File: src/hw/rtl/irt_pkg.sv
// Shared constants and types for the interval reservation table.
package irt_pkg;

    // Default table depth and time width.
    localparam int DEPTH_DEF     = 64;
    localparam int TIME_BITS_DEF = 32;

    // Width of the start and end fields on the ports.
    localparam int FIELD_BITS = 32;

    // Width of the status field on the result port.
    localparam int STATUS_BITS = 2;

    // Result codes for one booking request.
    typedef enum logic [STATUS_BITS-1:0] {
        ST_BOOKED  = 2'd0,
        ST_OVERLAP = 2'd1,
        ST_FULL    = 2'd2
    } t_status;

    // Per-cycle control broadcast to every cell of the chain.
    typedef struct packed {
        logic compare;  // latch the overlap result for the incoming item
        logic shift;    // each cell takes its neighbor's range, the head takes the new range
    } t_cell_ctl;

endpackage

File: src/hw/rtl/irt_cell.sv
// One storage cell of the reservation chain: one range, its valid bit and its overlap flag.
module irt_cell #(
    parameter int TIME_BITS = irt_pkg::TIME_BITS_DEF
) (
    input  logic                  i_clk,
    input  logic                  i_rst_n,
    input  irt_pkg::t_cell_ctl    i_ctl,
    input  logic [TIME_BITS-1:0]  i_req_start,
    input  logic [TIME_BITS-1:0]  i_req_end,
    input  logic [TIME_BITS-1:0]  i_prev_start,
    input  logic [TIME_BITS-1:0]  i_prev_end,
    input  logic                  i_prev_valid,
    output logic [TIME_BITS-1:0]  o_start,
    output logic [TIME_BITS-1:0]  o_end,
    output logic                  o_valid,
    output logic                  o_hit
);
    import irt_pkg::*;

    logic [TIME_BITS-1:0] r_start;
    logic [TIME_BITS-1:0] r_end;
    logic                 r_valid;
    logic                 r_hit;
    logic                 n_hit;

    // A stored range overlaps when it begins before the request ends and ends after it starts.
    always_comb begin
        n_hit = r_valid && (r_start < i_req_end) && (i_req_start < r_end);
    end

    // The range payload shifts along the chain on every insert.
    always_ff @(posedge i_clk) begin
        if (i_ctl.shift) begin
            r_start <= i_prev_start;
            r_end   <= i_prev_end;
        end
    end

    // Valid bits form a thermometer code that also shifts on insert.
    always_ff @(posedge i_clk) begin
        if (!i_rst_n) begin
            r_valid <= 1'b0;
            r_hit   <= 1'b0;
        end else begin
            if (i_ctl.shift) begin
                r_valid <= i_prev_valid;
            end
            if (i_ctl.compare) begin
                r_hit <= n_hit;
            end
        end
    end

    assign o_start = r_start;
    assign o_end   = r_end;
    assign o_valid = r_valid;
    assign o_hit   = r_hit;

endmodule

File: config.mk
export PLATFORM = sky130hd
export DESIGN_NAME = irt_cell
export DESIGN_NICKNAME = d
export VERILOG_FILES = /design/src/hw/rtl/irt_pkg.sv /design/src/hw/rtl/irt_cell.sv
export SDC_FILE = /design/constraint.sdc
export NUM_CORES = 1
export LEC_CHECK = 0
export BUFFER_PORTS_ARGS = -buffer_cell sky130_fd_sc_hd__buf_2
export CAP_MARGIN = 20
export CORE_MARGIN = 4
export CORE_UTILIZATION = 48
export DETAILED_ROUTE_END_ITERATION = 12
export GPL_ROUTABILITY_DRIVEN = 0
export HOLD_SLACK_MARGIN = 0.1
export PLACE_DENSITY_LB_ADDON = 0.3
export SLEW_MARGIN = 20
export SYNTH_ARGS = -nofsm -noshare
export SYNTH_HDL_FRONTEND = slang
export SYNTH_SLANG_ARGS = --single-unit
File: constraint.sdc
create_clock -name i_clk -period 3.9 [get_ports i_clk]
set_clock_uncertainty 0.2 [all_clocks]
set_input_delay 0.39 -clock i_clk [delete_from_list [all_inputs] [get_ports i_clk]]
set_output_delay 0.39 -clock i_clk [all_outputs]
set_load 0.01 [all_outputs]
==> parameters.txt <==
Parameter                              Value

Route
  Average wire per standard cell    15.9 um
  Remaining antenna violation count after routing    0
  Total iterations of the first detailed-routing run    4
  Number of DRC violations after detailed-routing iteration 0    94
  Detailed-route via count    3,310
  Post-route DRC    0
  Detail-routed via count per cell    4.90
  Detailed-route wire length    10,800 um

Power and ir drop
  Sequential share of power    49.4%
  Pwr dens    320 nW/um^2
  Internal power    0.00127 W
  Switch Pwr    0.000487 W
  Lkg Pwr    2.81 nW
  Maximum resistive drop on vdd    0.000319 V
  Combinational power share    22.9%
  Clk pwr share    27.7%
  Fraction of power spent switching nets    27.7%

GRT
  Maximum number of pins on one net before global-route repair    55
  Wire length of the first global-routing pass    16,700 um
  Total congestion overflow after global routing    0
  Number of antenna violations at the first check in global routing    0
  Global-route usage over all layers    24.6%
  Vias in the first global route    3,595

STA
  Clock period minus final worst setup slack    2.33 ns
  Min setup slack post-route    1.57 ns
  Achievable clock frequency    429 MHz
  Slew at the pin closest to its max-slew limit    0.704 ns
  Fraction of the cycle the final worst path needs    59.7%
  RSZ-0062 raised after global routing    false
  Total setup violations reported at the end of the flow    0
  Minimum hold slack    0.122 ns
  Max-slew violation count    0
  Final TNS setup    0 ns
  Number of hold violations in the final report    0
  Slew headroom    53.0%

Clock network
  Source-to-sink clock delay at the later pin of the worst-skew pair    0.33 ns
  Postcts setup bufs    0
  Total clock sinks    66
  CTS tree    yes
  Number of buffers created by CTS    9
  Post-CTS resize count    0
  Clock transition time at the flip-flop clock pins of the worst setup and hold paths    0.07 ns
  Buffer type at the clock tree root    clkbuf_8
  Number of buffers on the longest clock path    2
  H-tree levels    3

Setup path
  Data required time at the worst endpoint    3.90 ns
  Arr. time, crit path    2.33 ns
  Crit path cell chain    inv_1, ha_1, nand4_2, or4_4, o41ai_2, o41a_2, a221oi_1
  Highest cell delay on the worst timing path    0.56 ns
  Critical path buffers and inverters    1
  Category of cells accounting for the largest share of critical-path delay    simple AND/OR/NAND/NOR gates
  Master of the slowest instance on the critical path    or4_4
  Crit. End Element    flop
  Largest fanout on the critical path    3
  Type of element launching the critical path    flop
  Start-to-end type of the worst setup path    reg -> reg

Final layout
  Number of nets in the finished design    766
  Share of cells above drive strength 1    37.7%
  Leading cell type in the layout, fill and taps excluded    buf_2
  Number of antenna cells inserted    0
  Utilization after layout    75.8%
  Post-Layout Cell Count    675
  Most used cells in the layout excluding fill and tap cells    buf_2, inv_1, dlygate4sd3_1, edfxtp_1, ha_1
  P&R area growth vs syn    53.6%

Placement
  Setup slack after placement    1.45 ns
  Placed Cells incl. Taps    595
  Detailed-placement wirelength estimate    7350 um
  Number of buffers added on ports    198

Floorplanning
  Die H    94.4 um
  Number of I/O pins    199
  Starting Density    49.4%
  Die area    8910 um^2
  Number of core rows    31
  Die W    94.4 um
  Std-Cell Core Area    7250 um^2

Synthesis
  Area share of the leading cell type in the synthesized netlist    53.7%
  Avg Synthesized Cell Area    12.1 um^2
  Synth area leader    edfxtp_1
  Distinct cells, synth    28
  Net count after synthesis    492
  Sequential fraction of the synthesis area    54.8%
  Primary flip-flop cell chosen by synthesis mapping    edfxtp_1
  Syn. warnings    0
  Area contributors post-synth    edfxtp_1, ha_1, inv_1
  Cell count after synthesis    297
  Fraction of registers with async set/reset    0%
  Netlist area before placement    3580 um^2
  Number of enable-type register cells in the synthesized netlist    64
  Synthesis-stage register bit count    66

Worst hold path
  Path category of the worst min-delay check    in -> reg

Run status
  Outcome    finished, final reports clean

Flow run
  Count of maximum capacitance violations    0
==> routing by layer <==
| metal | GRT usage (%) | vias to the layer above | routed length [um] | share of wire, % |
|---|---|---|---|---|
| met5 | 0 | - | 0 | 0 |
| met3 | 8.69 | 17 | 1050 | 9.7 |
| met1 | 24.4 | 1527 | 3800 | 35 |
| met4 | 7.70 | 0 | 171 | 1.6 |
| li1 | - | 1613 | - | - |
| met2 | 47.2 | 153 | 5740 | 53 |
==> flip-flops by register name, summed over array words and instances (netlist names) <==
register and flops:
o_hit 1, o_valid 1, o_start 32, o_end 32
==> cells in the mapped netlist (2+ instances only) <==
master and count:
edfxtp_1 64, a22oi_1 2, inv_1 66, nor2_1 8
dfxtp_1 2, nand3_1 4, a211oi_1 3, o21ai_0 12
a221oi_1 3, nand4_1 9, a21o_1 5, nor3_1 2
o21a_1 2, ha_1 62, nor2b_1 3, nand2_1 16
a21oi_1 23
==> stage by stage <==
step                      total power [W]  cell area [um^2]
after global routing              0.00186              5500
after floorplan                   0.00105              3580
after global placement            0.00121              4700
after detailed placement          0.00123              4700
after CTS                         0.00175              5500
final                             0.00176              5500
==> path summary, 6_finish.rpt <==
kind / start / depth (start not counted) / slack [ns] / to
setup reg to reg: o_end[30] / 7 / 1.57 / o_hit
hold reg to reg: o_hit / 2 / 0.31 / o_hit
setup / recovery: o_end[30] / 7 / 1.57 / o_hit
hold / removal: i_prev_valid / 3 / 0.12 / o_valid
==> final cells by class <==
class                      count  area [um^2]
inverter                      66          248
fill                         457         1750
clock inverter                 4         18.8
multi-input combinational    165         1370
tap                           99          124
clock buffer                  12          135
timing repair buffer         263         1640
sequential                    66         1960
==> cells by family after synthesis <==
family                     after synthesis  synth area share (%)
buffers and inverters                   66                  6.92
muxes                                    1                 0.280
adders and majority gates               62                  21.7
AOI/OAI and AO/OA                       55                  9.71
and+or+nand+nor                         47                  6.64
DFF                                     66                  54.8
==> tightest hold or removal path: cells and delay by family <==
family                 cells  cell delay (ns)
muxes                      1             0.05
buffers and inverters      1             0.08
and+or+nand+nor            1             0.09
==> power by group through the flow <==
stage / Clock, W / Combinational (W) / Sequential [W]
after floorplan: 0 / 0.000138 / 0.000910
after global placement: 0 / 0.000326 / 0.000882
after detailed placement: 0 / 0.000341 / 0.000884
after CTS: 0.000488 / 0.000394 / 0.000869
after global routing: 0.000532 / 0.000450 / 0.000877
final: 0.000487 / 0.000402 / 0.000870
==> repair_timing <==
action,CTS,global route
hold buffers,64,0
endpoints found under the hold margin,64,0
setup endpoints to repair,0,0
(Power assumes the default switching activity.)
